### src/hw/rtl/sfr_pkg.sv
// Shared types and constants of the stream find-and-replace block.
package sfr_pkg;

   localparam int BYTE_W  = 8;
   localparam int LEN_W   = 4;
   localparam int TALLY_W = 16;
   localparam int OLEN_W  = 33;
   localparam int DATA_W  = 64;
   localparam int ADDR_W  = 6;
   localparam int SIZE_W  = 32;

   typedef enum logic [2:0] {
      REG_FIND_PATTERN    = 3'd0,
      REG_FIND_LENGTH     = 3'd1,
      REG_REPLACE_PATTERN = 3'd2,
      REG_REPLACE_LENGTH  = 3'd3,
      REG_BUFFER_SIZE     = 3'd4
   } reg_index_type;

   typedef enum logic [2:0] {
      ST_IDLE,
      ST_SCAN,
      ST_REPL,
      ST_FLUSH,
      ST_CLOSE
   } state_type;

   typedef struct packed {
      logic [DATA_W-1:0] find_pattern;
      logic [LEN_W-1:0]  find_length;
      logic [DATA_W-1:0] replace_pattern;
      logic [LEN_W-1:0]  replace_length;
      logic [SIZE_W-1:0] buffer_size;
   } cfg_type;

   typedef struct packed {
      logic load;
      logic shift;
   } cell_ctl_type;

endpackage

### src/hw/rtl/sfr_if.sv
// Stream interfaces for the input and result channels.
interface sfr_req_if;
   logic       valid;
   logic       ready;
   logic [7:0] char_in;
   logic       last_in;

   modport source (output valid, output char_in, output last_in, input ready);
   modport sink (input valid, input char_in, input last_in, output ready);
endinterface

interface sfr_rsp_if;
   logic        valid;
   logic        ready;
   logic [7:0]  char_out;
   logic        char_valid;
   logic        last_out;
   logic [15:0] occurrence_count;
   logic        overflow;

   modport source (output valid, output char_out, output char_valid, output last_out,
                   output occurrence_count, output overflow, input ready);
   modport sink (input valid, input char_out, input char_valid, input last_out,
                 input occurrence_count, input overflow, output ready);
endinterface

### src/hw/rtl/sfr_cell.sv
// One window cell: holds a text byte, compares it with its pattern byte.
module sfr_cell
   import sfr_pkg::*;
(
   input  logic              clock,
   input  cell_ctl_type      ctl,
   input  logic [BYTE_W-1:0] char_in,
   input  logic [BYTE_W-1:0] next_byte,
   input  logic [BYTE_W-1:0] pat_byte,
   output logic [BYTE_W-1:0] byte_out,
   output logic              hit
);

   logic [BYTE_W-1:0] byte_ff;

   always_ff @(posedge clock) begin
      if (ctl.load) begin
         byte_ff <= char_in;
      end else if (ctl.shift) begin
         byte_ff <= next_byte;
      end
   end

   assign byte_out = byte_ff;
   assign hit      = (byte_ff == pat_byte);

endmodule

### src/hw/rtl/sfr_csr.sv
// Configuration registers behind the APB-style port.
module sfr_csr
   import sfr_pkg::*;
(
   input  logic              clock,
   input  logic              reset,
   input  logic              psel,
   input  logic              penable,
   input  logic              pwrite,
   input  logic [ADDR_W-1:0] paddr,
   input  logic [DATA_W-1:0] pwdata,
   output logic [DATA_W-1:0] prdata,
   output logic              pready,
   output cfg_type           cfg
);

   cfg_type       cfg_ff;
   logic          wr_en;
   reg_index_type idx;

   assign idx    = reg_index_type'(paddr[5:3]);
   assign wr_en  = psel && penable && pwrite;
   assign pready = 1'b1;
   assign cfg    = cfg_ff;

   always_ff @(posedge clock) begin
      if (reset) begin
         cfg_ff.find_pattern    <= '0;
         cfg_ff.find_length     <= '0;
         cfg_ff.replace_pattern <= '0;
         cfg_ff.replace_length  <= '0;
         cfg_ff.buffer_size     <= '1;
      end else if (wr_en) begin
         case (idx)
            REG_FIND_PATTERN:    cfg_ff.find_pattern    <= pwdata;
            REG_FIND_LENGTH:     cfg_ff.find_length     <= pwdata[LEN_W-1:0];
            REG_REPLACE_PATTERN: cfg_ff.replace_pattern <= pwdata;
            REG_REPLACE_LENGTH:  cfg_ff.replace_length  <= pwdata[LEN_W-1:0];
            REG_BUFFER_SIZE:     cfg_ff.buffer_size     <= pwdata[SIZE_W-1:0];
            default: ;
         endcase
      end
   end

   always_comb begin
      case (idx)
         REG_FIND_PATTERN:    prdata = cfg_ff.find_pattern;
         REG_FIND_LENGTH:     prdata = DATA_W'(cfg_ff.find_length);
         REG_REPLACE_PATTERN: prdata = cfg_ff.replace_pattern;
         REG_REPLACE_LENGTH:  prdata = DATA_W'(cfg_ff.replace_length);
         REG_BUFFER_SIZE:     prdata = DATA_W'(cfg_ff.buffer_size);
         default:             prdata = '0;
      endcase
   end

endmodule

### src/hw/rtl/stream_find_replace_top.sv
// Top level of the stream find-and-replace block.
//
// Text bytes enter on req_chan (valid/ready), one beat per byte, last_in
// marking the final byte of a text. Rewritten bytes leave on rsp_chan, one
// beat per byte; the final beat of a text carries last_out, the saturating
// replacement count and the overflow flag (an empty beat with char_valid low
// if the final byte released nothing). Registers are written through the
// APB-style port at byte address 8*i; the user is to write them only while
// the block is idle, which the block itself does not enforce. A byte is
// accepted, then checked against the find pattern in the cell row; bytes
// released from the window and replacement bytes then leave one at a time,
// and the closing beat follows. Only one byte is in work at a time; the
// window sits in a row of MAX_FIND cells that shift toward cell zero as
// bytes are released.
// Reset empties the window, clears the counters and restores the register
// defaults. When the receiver stalls, the output register holds its beat
// and the block waits at the next byte it has to emit.
module stream_find_replace_top
   import sfr_pkg::*;
#(
   parameter int MAX_FIND    = 8,
   parameter int MAX_REPLACE = 8
) (
   input  logic              clock,
   input  logic              reset,
   sfr_req_if.sink           req_chan,
   sfr_rsp_if.source         rsp_chan,
   input  logic              psel,
   input  logic              penable,
   input  logic              pwrite,
   input  logic [ADDR_W-1:0] paddr,
   input  logic [DATA_W-1:0] pwdata,
   output logic [DATA_W-1:0] prdata,
   output logic              pready
);

   localparam int FILL_W = $clog2(MAX_FIND + 1);

   cfg_type cfg;

   state_type            state_ff, state_in;
   logic [FILL_W-1:0]    fill_ff, fill_in;
   logic                 tail_ff, tail_in;
   logic [LEN_W-1:0]     rcnt_ff, rcnt_in;
   logic [TALLY_W-1:0]   tally_ff, tally_in;
   logic [OLEN_W-1:0]    olen_ff, olen_in;
   logic                 pend_vld_ff, pend_vld_in;
   logic [BYTE_W-1:0]    pend_byte_ff, pend_byte_in;
   logic                 rsp_vld_ff, rsp_vld_in;
   logic [BYTE_W-1:0]    rsp_char_ff, rsp_char_in;
   logic                 rsp_cv_ff, rsp_cv_in;
   logic                 rsp_last_ff, rsp_last_in;
   logic [TALLY_W-1:0]   rsp_count_ff, rsp_count_in;
   logic                 rsp_ovf_ff, rsp_ovf_in;

   logic [BYTE_W-1:0]    cell_byte [MAX_FIND];
   logic [MAX_FIND-1:0]  cell_hit;
   logic [MAX_FIND-1:0]  cell_ok;
   logic                 do_load, do_shift;
   logic                 prefix;
   logic [LEN_W-1:0]     flen, rlen;
   logic                 out_free, can_emit, emit;
   logic [BYTE_W-1:0]    emit_byte;

   sfr_csr u_csr (
      .clock   (clock),
      .reset   (reset),
      .psel    (psel),
      .penable (penable),
      .pwrite  (pwrite),
      .paddr   (paddr),
      .pwdata  (pwdata),
      .prdata  (prdata),
      .pready  (pready),
      .cfg     (cfg)
   );

   assign flen = (cfg.find_length > LEN_W'(MAX_FIND)) ? LEN_W'(MAX_FIND) : cfg.find_length;
   assign rlen = (cfg.replace_length > LEN_W'(MAX_REPLACE)) ?
                 LEN_W'(MAX_REPLACE) : cfg.replace_length;

   for (genvar i = 0; i < MAX_FIND; i++) begin : g_cell
      cell_ctl_type      ctl;
      logic [BYTE_W-1:0] nxt;

      assign ctl.load  = do_load && (fill_ff == FILL_W'(i));
      assign ctl.shift = do_shift;
      if (i < MAX_FIND - 1) begin : g_mid
         assign nxt = cell_byte[i+1];
      end else begin : g_end
         assign nxt = cell_byte[i];
      end
      assign cell_ok[i] = (FILL_W'(i) >= fill_ff) || cell_hit[i];

      sfr_cell u_cell (
         .clock     (clock),
         .ctl       (ctl),
         .char_in   (req_chan.char_in),
         .next_byte (nxt),
         .pat_byte  (cfg.find_pattern[i*BYTE_W +: BYTE_W]),
         .byte_out  (cell_byte[i]),
         .hit       (cell_hit[i])
      );
   end

   assign prefix   = (&cell_ok) && (LEN_W'(fill_ff) <= flen);
   assign out_free = !rsp_vld_ff || rsp_chan.ready;
   assign can_emit = tail_ff ? (!pend_vld_ff || out_free) : out_free;

   always_ff @(posedge clock) begin
      if (reset) begin
         state_ff    <= ST_IDLE;
         fill_ff     <= '0;
         tail_ff     <= 1'b0;
         rcnt_ff     <= '0;
         tally_ff    <= '0;
         olen_ff     <= '0;
         pend_vld_ff <= 1'b0;
         rsp_vld_ff  <= 1'b0;
      end else begin
         state_ff    <= state_in;
         fill_ff     <= fill_in;
         tail_ff     <= tail_in;
         rcnt_ff     <= rcnt_in;
         tally_ff    <= tally_in;
         olen_ff     <= olen_in;
         pend_vld_ff <= pend_vld_in;
         rsp_vld_ff  <= rsp_vld_in;
      end
   end

   always_ff @(posedge clock) begin
      pend_byte_ff <= pend_byte_in;
      rsp_char_ff  <= rsp_char_in;
      rsp_cv_ff    <= rsp_cv_in;
      rsp_last_ff  <= rsp_last_in;
      rsp_count_ff <= rsp_count_in;
      rsp_ovf_ff   <= rsp_ovf_in;
   end

   always_comb begin
      state_in     = state_ff;
      fill_in      = fill_ff;
      tail_in      = tail_ff;
      rcnt_in      = rcnt_ff;
      tally_in     = tally_ff;
      olen_in      = olen_ff;
      pend_vld_in  = pend_vld_ff;
      pend_byte_in = pend_byte_ff;
      rsp_vld_in   = rsp_vld_ff && !rsp_chan.ready;
      rsp_char_in  = rsp_char_ff;
      rsp_cv_in    = rsp_cv_ff;
      rsp_last_in  = rsp_last_ff;
      rsp_count_in = rsp_count_ff;
      rsp_ovf_in   = rsp_ovf_ff;
      req_chan.ready = 1'b0;
      do_load   = 1'b0;
      do_shift  = 1'b0;
      emit      = 1'b0;
      emit_byte = cell_byte[0];

      case (state_ff)
         ST_IDLE: begin
            req_chan.ready = 1'b1;
            if (req_chan.valid) begin
               do_load  = 1'b1;
               fill_in  = fill_ff + 1'b1;
               tail_in  = req_chan.last_in;
               state_in = ST_SCAN;
            end
         end
         ST_SCAN: begin
            if ((fill_ff != '0) && !prefix) begin
               if (can_emit) begin
                  emit     = 1'b1;
                  do_shift = 1'b1;
                  fill_in  = fill_ff - 1'b1;
               end
            end else if ((flen != '0) && (LEN_W'(fill_ff) == flen)) begin
               fill_in = '0;
               if (tally_ff != '1) begin
                  tally_in = tally_ff + 1'b1;
               end
               if (rlen != '0) begin
                  rcnt_in  = '0;
                  state_in = ST_REPL;
               end else begin
                  state_in = tail_ff ? ST_CLOSE : ST_IDLE;
               end
            end else begin
               state_in = tail_ff ? ST_FLUSH : ST_IDLE;
            end
         end
         ST_REPL: begin
            emit_byte = cfg.replace_pattern[{rcnt_ff[2:0], 3'b000} +: BYTE_W];
            if (can_emit) begin
               emit    = 1'b1;
               rcnt_in = rcnt_ff + 1'b1;
               if ((rcnt_ff + 4'd1) == rlen) begin
                  state_in = tail_ff ? ST_CLOSE : ST_IDLE;
               end
            end
         end
         ST_FLUSH: begin
            if (fill_ff != '0) begin
               if (can_emit) begin
                  emit     = 1'b1;
                  do_shift = 1'b1;
                  fill_in  = fill_ff - 1'b1;
               end
            end else begin
               state_in = ST_CLOSE;
            end
         end
         ST_CLOSE: begin
            if (out_free) begin
               rsp_vld_in   = 1'b1;
               rsp_char_in  = pend_vld_ff ? pend_byte_ff : '0;
               rsp_cv_in    = pend_vld_ff;
               rsp_last_in  = 1'b1;
               rsp_count_in = tally_ff;
               rsp_ovf_in   = olen_ff > OLEN_W'(cfg.buffer_size);
               tally_in     = '0;
               olen_in      = '0;
               pend_vld_in  = 1'b0;
               tail_in      = 1'b0;
               state_in     = ST_IDLE;
            end
         end
         default: begin
            state_in = ST_IDLE;
         end
      endcase

      // In the final text byte's work one beat is held back so that the
      // closing beat can carry the last emitted byte.
      if (emit) begin
         if (olen_ff != '1) begin
            olen_in = olen_ff + 1'b1;
         end
         if (tail_ff) begin
            pend_vld_in  = 1'b1;
            pend_byte_in = emit_byte;
         end
         if (!tail_ff || pend_vld_ff) begin
            rsp_vld_in   = 1'b1;
            rsp_char_in  = tail_ff ? pend_byte_ff : emit_byte;
            rsp_cv_in    = 1'b1;
            rsp_last_in  = 1'b0;
            rsp_count_in = '0;
            rsp_ovf_in   = 1'b0;
         end
      end
   end

   assign rsp_chan.valid            = rsp_vld_ff;
   assign rsp_chan.char_out         = rsp_char_ff;
   assign rsp_chan.char_valid       = rsp_cv_ff;
   assign rsp_chan.last_out         = rsp_last_ff;
   assign rsp_chan.occurrence_count = rsp_count_ff;
   assign rsp_chan.overflow         = rsp_ovf_ff;

endmodule

### src/flat_wrapper.sv
// flat-port wrapper written by rule: the top's interface ports become plain ports
module stream_find_replace_top_flat import sfr_pkg::*;
#(
   parameter int MAX_FIND    = 8,
   parameter int MAX_REPLACE = 8
)
  (clock, reset, psel, penable, pwrite, paddr, pwdata, prdata, pready, req_chan_valid, req_chan_char_in, req_chan_last_in, req_chan_ready, rsp_chan_valid, rsp_chan_char_out, rsp_chan_char_valid, rsp_chan_last_out, rsp_chan_occurrence_count, rsp_chan_overflow, rsp_chan_ready);
  sfr_req_if req_chan_i ();
  sfr_rsp_if rsp_chan_i ();
  input  logic clock;
  input  logic reset;
  input  logic psel;
  input  logic penable;
  input  logic pwrite;
  input  logic [ADDR_W-1:0] paddr;
  input  logic [DATA_W-1:0] pwdata;
  output logic [DATA_W-1:0] prdata;
  output logic pready;
  input wire logic [$bits(req_chan_i.valid)-1:0] req_chan_valid;
  input wire logic [$bits(req_chan_i.char_in)-1:0] req_chan_char_in;
  input wire logic [$bits(req_chan_i.last_in)-1:0] req_chan_last_in;
  output wire logic [$bits(req_chan_i.ready)-1:0] req_chan_ready;
  output wire logic [$bits(rsp_chan_i.valid)-1:0] rsp_chan_valid;
  output wire logic [$bits(rsp_chan_i.char_out)-1:0] rsp_chan_char_out;
  output wire logic [$bits(rsp_chan_i.char_valid)-1:0] rsp_chan_char_valid;
  output wire logic [$bits(rsp_chan_i.last_out)-1:0] rsp_chan_last_out;
  output wire logic [$bits(rsp_chan_i.occurrence_count)-1:0] rsp_chan_occurrence_count;
  output wire logic [$bits(rsp_chan_i.overflow)-1:0] rsp_chan_overflow;
  input wire logic [$bits(rsp_chan_i.ready)-1:0] rsp_chan_ready;
  assign req_chan_i.valid = req_chan_valid;
  assign req_chan_i.char_in = req_chan_char_in;
  assign req_chan_i.last_in = req_chan_last_in;
  assign req_chan_ready = req_chan_i.ready;
  assign rsp_chan_valid = rsp_chan_i.valid;
  assign rsp_chan_char_out = rsp_chan_i.char_out;
  assign rsp_chan_char_valid = rsp_chan_i.char_valid;
  assign rsp_chan_last_out = rsp_chan_i.last_out;
  assign rsp_chan_occurrence_count = rsp_chan_i.occurrence_count;
  assign rsp_chan_overflow = rsp_chan_i.overflow;
  assign rsp_chan_i.ready = rsp_chan_ready;
  stream_find_replace_top #(.MAX_FIND(MAX_FIND), .MAX_REPLACE(MAX_REPLACE)) u_core (.clock(clock), .reset(reset), .req_chan(req_chan_i), .rsp_chan(rsp_chan_i), .psel(psel), .penable(penable), .pwrite(pwrite), .paddr(paddr), .pwdata(pwdata), .prdata(prdata), .pready(pready));
endmodule
### config.mk
export PLATFORM = sky130hd
export DESIGN_NAME = stream_find_replace_top_flat
export DESIGN_NICKNAME = d
export VERILOG_FILES = /design/src/hw/rtl/sfr_pkg.sv /design/src/hw/rtl/sfr_if.sv /design/src/hw/rtl/sfr_cell.sv /design/src/hw/rtl/sfr_csr.sv /design/src/hw/rtl/stream_find_replace_top.sv /design/src/flat_wrapper.sv
export SDC_FILE = /design/constraint.sdc
export NUM_CORES = 1
export LEC_CHECK = 0
export BUFFER_PORTS_ARGS = -buffer_cell sky130_fd_sc_hd__buf_2
export CORE_MARGIN = 10
export CORE_UTILIZATION = 45
export DETAILED_ROUTE_END_ITERATION = 10
export GPL_TIMING_DRIVEN = 0
export SLEW_MARGIN = 20
export SYNTH_ARGS = -nofsm -noshare
export SYNTH_HDL_FRONTEND = slang
export SYNTH_SLANG_ARGS = --single-unit
export TNS_END_PERCENT = 5
### constraint.sdc
create_clock -name clock -period 3.6 [get_ports clock]
set_input_delay 0 -clock clock [delete_from_list [all_inputs] [get_ports clock]]
set_output_delay 0 -clock clock [all_outputs]
set_load 0.05 [all_outputs]
==> results of run 1 <==
## cell type report
type	instances	area [µm²]
Clock inverter	19	235
Fill cell	3379	16300
Timing Repair Buffer	247	1610
Clock buffer	53	1130
Sequential cell	330	7330
Antenna cell	1	2.50
Multi-Input combinational cell	1395	8820
Buffer	119	478
Tap cell	468	586
Inverter	48	180
## power by group through the flow
stage               combinational, mW  clock, mW  sequential (mW)
floorplan                        1.74          0             4.74
global placement                 2.63          0             4.67
detailed placement               2.68          0             4.67
CTS                              2.77       4.23             4.59
global route                     3.05       4.38             4.63
finish                           2.83       4.19             4.60
## worst reg2reg max path, delay by kind of cell, from the launching register on
family          cells  cell delay, ns
flops               1            0.43
buf+inv             2            0.35
simple gates        3            0.90
xor+xnor            1            0.17
compound gates      3            1.23
## sequential cells by signal, summed over array words and instances (netlist names), 3 cells and up
signal,count
u_core.rcnt_ff,4
u_core.pend_byte_ff,8
u_core.state_ff,3
u_core.tally_ff,16
u_core.fill_ff,4
u_core.olen_ff,33
u_core.u_csr.cfg,168
u_core.rsp_chan.char_out,8
u_core.rsp_chan.occurrence_count,16
u_core.g_cell.u_cell.byte_out,64
## logic make-up (layout without fill, tap and decap cells)
family                     count (synthesis)  after routing
and+or+nand+nor                          706            706
AOI/OAI and AO/OA                        441            441
DFF                                      330            330
buffers and inverters                    167            486
muxes                                    132            132
xor gates and xnor gates                  70             70
adders and majority gates                 45             45
other                                      1              2
## synth_stat cells, types with 17 or more instances
cell and n:
a21oi_1 234, a22o_1 32, and3_1 32, clkbuf_1 96, dfxtp_1 258, edfxtp_1 72
ha_1 45, inv_1 48, mux2_2 62, mux2i_1 54, nand2_1 398, nand3_1 43
nor2_1 105, nor3_1 24, nor4_1 18, o211ai_1 46, o21ai_0 33, or3_1 17
xor2_1 68
## layout by cell type (no fill, tap or decap), types with 15 or more instances in the layout
master and n:
nand3_1 43, a21o_1 16, dlygate4sd3_1 74, and3_1 32
or3_1 17, xor2_1 68, inv_1 48, nor4_1 15
nand2_1 398, o21ai_0 33, a22o_1 32, dfxtp_1 258
clkbuf_1 101, nor2_1 104, edfxtp_1 72, buf_2 183
a21oi_1 233, o211ai_1 46, mux4_2 16, mux2_2 62
clkbuf_16 40, ha_1 44, mux2i_1 54, nor3_1 23
## per-layer routing
| layer | global-route usage | vias to the layer above | wire length [µm] |
|---|---|---|---|
| li1 | - | 7328 | - |
| met1 | 0.340 | 7491 | 25500 |
| met2 | 0.415 | 641 | 27500 |
| met3 | 0.0545 | 113 | 5110 |
| met4 | 0.0881 | 2 | 1930 |
| met5 | 0 | - | 15 |
## worst max path at each step
stage	end	slack, ns	cells past startpoint
2_1_floorplan	u_core.g_cell[5].u_cell.byte_out[0]	0.34	6
3_3_place_gp	u_core.rsp_chan.occurrence_count[9]	-0.33	11
3_5_place_dp	u_core.rsp_chan.last_out	-0.38	11
4_1_cts	u_core.pend_byte_ff[6]	0.03	9
5_1_grt	u_core.olen_ff[28]	-0.01	13
6_report	u_core.pend_byte_ff[6]	0.21	9
## timing repair
item	in CTS	in global routing
endpoints found under the setup margin	94	99
hold endpoints to repair	231	0
gates resized for setup	4	6
hold buffers	74	0
pin swaps	0	1
==> key figures, run 1 <==
Run status
  – Status: complete, no violations

Clock network
  – CTS Root Cell: clkbuf_16
  – Post-CTS setup buffer count: 0
  – Worst-Skew Late Latency: 0.54 ns
  – CTS tree: done
  – Max Root-Sink Buffers: 3
  – H-tree levels: 2
  – TritonCTS Sinks: 330
  – Num CTS Buffers: 39
  – Worst-path clk slew: 0.06 ns

Global route
  – Initial antenna violation count: 2
  – Pin count of the biggest net entering global routing: 13
  – Vias in the first global route: 15022
  – First-pass GRT wire length: 90.8 mm
  – GRT Total Usage: 0.259
  – Global route overflow: 0

Setup path
  – Worst path max stage delay: 0.60 ns
  – Crit Path Category: reg2reg
  – Crit path top cell by count: buf_2
  – Crit path arrival time: 3.63 ns
  – Reg2Reg Depth: 9
  – WP data required: 3.84 ns
  – Crit path max fanout: 10
  – Critical Path, Cell by Cell: xor2_1 > nor4_1 > a41oi_1 > a2111oi_4 > o32ai_4 > or2_0 > buf_2 > buf_2 > and2_1
  – Slowest cell on the critical path: a2111oi_4
  – Worst Path Buf+Inv: 2
  – Worst reg2reg endpoint: u_core.pend_byte_ff[6]
  – Worst setup EP type: flip-flop
  – R2R Setup Slk: 0.21 ns
  – Critical R2R Launch: u_core.g_cell[3].u_cell.byte_out[1]
  – Startpoint types: flip-flop
  – Crit. Startpoint: u_core.g_cell[3].u_cell.byte_out[1]
  – Top delay family on crit path: compound AO/OA/AOI/OAI gates

Hold path
  – Hold Startpoint: req_chan_valid
  – Worst Hold Depth: 4
  – Tightest Hold Check Type: in2reg
  – Hold endpoint: u_core.tail_ff

Timing
  – Crit path time final: 3.39 ns
  – Slew headroom: 0.240
  – Final Setup Violations: 0
  – Setup TNS: 0 ns
  – Hold WS: 0.0489 ns
  – Final Max Tran Viols: 0
  – Post-route clock skew: 0.0190 ns
  – Final Hold Vio Count: 0
  – Actual slew at the worst max-slew pin: 1.14 ns
  – Final Cycle Share: 0.942
  – Fmax: 295 MHz
  – Worst setup margin: 0.210 ns

Final layout
  – Layout Cells excl Fill: 2680
  – Post-route cell area: 20400 µm²
  – Final nets: 2311
  – Synthesis-to-layout area growth: 21.7%
  – Share of layout cells above drive strength 1: 0.162
  – Final core occ: 0.555

Routing
  – DR pass1 iterations: 5
  – Final wirelength: 60.0 mm
  – Routed wire per std cell: 22.4 µm
  – Drt first-iter violations: 1356
  – DRC: 0
  – Vias: 15575
  – Vias per cell: 5.81
  – Routed Antenna Nets: 0

Pwr
  – VDD IR max: 0.329 mV
  – Pwr Density: 571 nW/µm²
  – Pleak: 8.23 nW
  – NetSw: 3.81 mW
  – Part of the power in registers: 0.396
  – Sw Ratio: 0.328
  – Gate power share: 0.244
  – Power Internal: 7.82 mW
  – Clock Power Share: 0.360
  – Total Power: 11.6 mW

Synth
  – Largest family of logic cells by synthesized area: simple AND/OR/NAND/NOR gates
  – Cell count after synthesis: 1892
  – Synth top area share: 0.309
  – Top cells by area, synth: dfxtp_1, edfxtp_1, nand2_1
  – Biggest area consumer among synthesized cells: dfxtp_1
  – Primary FF master, synth: dfxtp_1
  – Simple-gate share of the synthesized area: 0.187
  – Ys async rst share: 0
  – Post-synthesis compound-gate area fraction: 0.170
  – Synth warn: 0
  – Syn Std Cell Area: 16700 µm²
  – Mux share of post-synthesis cell area: 0.0955
  – Synth Register Bits: 330
  – Synth Area per Inst: 8.85 µm²
  – Post-synth net total: 2023
  – Synth Area in XOR/XNOR: 0.0366
  – Synth cell types: 70
  – EDFF count, synth: 72
  – Adder-cell share of the synthesized area: 0.0336
  – Post-synthesis sequential area ratio: 0.438

Floorplanning
  – Core area: 36700 µm²
  – Die area: 45300 µm²
  – Chip Height: 213 µm
  – Cell Rows: 70
  – Initial core utilization: 0.456
  – Die W: 213 µm
  – I/O pin count: 180

Placed design
  – Dpl cell area: 18200 µm²
  – Port-buffer cells: 173
  – DP HPWL: 45.9 mm
  – Routability cong.: 0.918
  – DP Cell Count: 2533
  – DP Worst Slack: -0.379 ns

Flow run
  – Max-cap violations: 0
No activity file was read; power rests on OpenSTA's default activity.
==> inputs of run 2 (changes only) <==
--- a/config.mk
+++ b/config.mk
@@ -10,6 +10,8 @@
 export CORE_UTILIZATION = 45
 export DETAILED_ROUTE_END_ITERATION = 10
 export GPL_TIMING_DRIVEN = 0
+export RECOVER_POWER = 100
+export SETUP_SLACK_MARGIN = 0.4
 export SLEW_MARGIN = 20
 export SYNTH_ARGS = -nofsm -noshare
 export SYNTH_HDL_FRONTEND = slang
==> run 2 against run 1 <==
  * Worst setup slack better by 0.12 ns
  * Final cell count hardly changed
  * Hold slack worse by 0.027 ns
  * Register-to-register slack better by 0.12 ns
  * Clock-buffer cell count is 2 higher
  * Via count is 0.15% higher
  * Power is 3.6% lower
  * Sequential power hardly changed
  * Critical path type unchanged
==> key figures, run 2 (synthesis gave the netlist of run 1 again) <==
Run status
  – Status: complete, no violations (unchanged)

Routing
  – Met2 WL: 27.2 mm (was 27.5 mm)
  – Met3 wire length: 4.89 mm (was 5.11 mm)
  – Routed wire per std cell: 22.3 µm (was 22.4 µm)
  – Vias: 15598 (was 15575)
  – Vias per cell: 5.82 (was 5.81)
  – Met1 WL: 26.0 mm (was 25.5 mm)
  – Drt first-iter violations: 1322 (was 1356)
  – DRC: 0 (unchanged)
  – Max layer used: met4 (was met5)
  – Final wirelength: 59.9 mm (was 60.0 mm)
  – Routed Antenna Nets: 0 (unchanged)
  – DR pass1 iterations: 5 (unchanged)

Setup path
  – Crit path max fanout: 8 (was 10)
  – Worst Path Buf+Inv: 1 (was 2)
  – R2R Setup Slk: 0.33 ns (was 0.21 ns)
  – Worst setup EP type: flip-flop (unchanged)
  – Worst path max stage delay: 0.55 ns (was 0.60 ns)
  – Startpoint types: flip-flop (unchanged)
  – Critical Path, Cell by Cell: xor2_1 > nor4_1 > a41oi_1 > a2111oi_4 > buf_4 > a31o_4 > o211ai_1 > or4_1 > a21oi_1 (was xor2_1 > nor4_1 > a41oi_1 > a2111oi_4 > o32ai_4 > or2_0 > buf_2 > buf_2 > and2_1)
  – Crit Path Category: reg2reg (unchanged)
  – Top delay family on crit path: compound AO/OA/AOI/OAI gates (unchanged)
  – WP data required: 4.07 ns (was 3.84 ns)
  – Slowest cell on the critical path: a2111oi_4 (unchanged)
  – Crit path arrival time: 3.74 ns (was 3.63 ns)

Global route
  – Initial antenna violation count: 0 (was 2)
  – Vias in the first global route: 14903 (was 15022)
  – Pin count of the biggest net entering global routing: 14 (was 13)
  – GRT Total Usage: 0.258 (was 0.259)
  – Global route overflow: 0 (unchanged)
  – First-pass GRT wire length: 90.2 mm (was 90.8 mm)

Timing
  – Final Max Tran Viols: 0 (unchanged)
  – Final Hold Vio Count: 0 (unchanged)
  – RSZ-0062 raised after global routing: yes
  – Slew headroom: 0.145 (was 0.240)
  – Post-route clock skew: 0.0137 ns (was 0.0190 ns)
  – Final Cycle Share: 0.907 (was 0.942)
  – Actual slew at the worst max-slew pin: 1.27 ns (was 1.14 ns)
  – Fmax: 306 MHz (was 295 MHz)
  – Final Setup Violations: 0 (unchanged)
  – Worst setup margin: 0.333 ns (was 0.210 ns)
  – Crit path time final: 3.27 ns (was 3.39 ns)

Clock network
  – CTS tree: done (unchanged)
  – Worst-Skew Late Latency: 0.56 ns (was 0.54 ns)
  – Worst-path clk slew: 0.06 ns (about the same)
  – CTS Root Cell: clkbuf_16 (unchanged)
  – Max Root-Sink Buffers: 3 (unchanged)
  – H-tree levels: 2 (unchanged)
  – TritonCTS Sinks: 330 (unchanged)
  – Num CTS Buffers: 38 (was 39)

Hold path
  – Tightest Hold Check Type: in2reg (unchanged)

Floorplanning
  – Die area: 45300 µm² (unchanged)
  – Die W: 213 µm (unchanged)
  – I/O pin count: 180 (unchanged)
  – Core area: 36700 µm² (unchanged)
  – Chip Height: 213 µm (unchanged)
  – Cell Rows: 70 (unchanged)
  – Initial core utilization: 0.456 (unchanged)

Final layout
  – Most common cell after layout, fill and taps aside: nand2_1 (unchanged)
  – Diodes inserted: 0 (was 1)
  – Final nets: 2316 (was 2311)
  – Layout Cells excl Fill: 2681 (was 2680)
  – Most frequent cells in the layout: nand2_1, dfxtp_1, a21oi_1 (unchanged)
  – Share of layout cells above drive strength 1: 0.118 (was 0.162)
  – Synthesis-to-layout area growth: 20.4% (was 21.7%)
  – Area occupied by multi-input gates: 8860 µm² (was 8820 µm²)
  – Max reg flops: 168 (unchanged)
  – Register area: 7330 µm² (about the same)
  – Layout fillers: 3484 (was 3379)

Pwr
  – Pleak: 7.76 nW (was 8.23 nW)
  – Pwr Density: 556 nW/µm² (was 571 nW/µm²)
  – VDD IR max: 0.412 mV (was 0.329 mV)

Placed design
  – DP Worst Slack: -0.358 ns (was -0.379 ns)
  – DP HPWL: 45.6 mm (was 45.9 mm)
  – Routability cong.: 0.910 (was 0.918)
  – Port-buffer cells: 173 (unchanged)
  – DP Cell Count: 2533 (unchanged)

Flow run
  – Max-cap violations: 0 (unchanged)
==> run 2: worst register-to-register path, delay by kind of cell (launching register included) <==
kind	cells	cell delay [ns]
AO/OA/AOI/OAI	5	1.50
AND/OR/NAND/NOR	2	0.91
flip-flops	1	0.44
buffers and inverters	1	0.19
XOR/XNOR	1	0.17
==> run 2: cell type report <==
class,count,share of cell area
plain buffers,119,0.0237
clock buffers,55,0.0529
multi-input cells,1395,0.440
repair buffers,253,0.0756
flip-flops and latches,330,0.364
inverters,48,0.00913
well taps,468,0.0291
clock inverters,13,0.00602
==> run 2: path summary, 6_finish.rpt <==
kind | from | to | depth (start not counted)
worst max-delay path | u_core.g_cell[2].u_cell.byte_out[0] | u_core.state_ff[1] | 9
worst min-delay path | req_chan_valid | u_core.tail_ff | 4
worst min register to register | u_core.rsp_chan.occurrence_count[13] | u_core.rsp_chan.occurrence_count[13] | 2
worst max register to register | u_core.g_cell[2].u_cell.byte_out[0] | u_core.state_ff[1] | 9
==> run 2: per-stage QoR <==
stage / instance area (µm²) / TNS, ns / hold slack (ns) / utilization / power [mW]
after global placement: 18200 / -8.54 / 0.254 / 0.496 / 7.30
final: 20200 / 0 / 0.0220 / 0.549 / 11.2
after floorplan: 16700 / 0 / 0.0989 / - / 6.48
after detailed placement: 18200 / -10.80 / 0.257 / 0.496 / 7.34
after CTS: 20200 / 0 / 0.0195 / 0.551 / 11.2
after global routing: 20200 / 0 / 0.0529 / 0.549 / 11.6
==> run 2: repair_timing <==
action                     CTS  global route
hold buffers                74             0
cloned                       0             0
setup buffers                1             5
setup endpoints to repair  125           121
hold endpoints to repair   235             0
pin swaps                    2             9
gates resized for setup     16            14
==> run 2: per-layer routing <==
| metal | vias up | track usage |
|---|---|---|
| li1 | 7345 | - |
| met1 | 7539 | 0.339 |
| met2 | 621 | 0.411 |
| met3 | 93 | 0.0569 |
| met4 | 0 | 0.0835 |
| met5 | - | 0 |
==> run 2: power by group <==
group	switching [mW]	leakage [nW]	internal, mW
Clock	1.59	0.577	2.20
Combinational	1.88	4.44	0.937
Sequential	0.296	2.75	4.30
Total	3.77	7.76	7.44
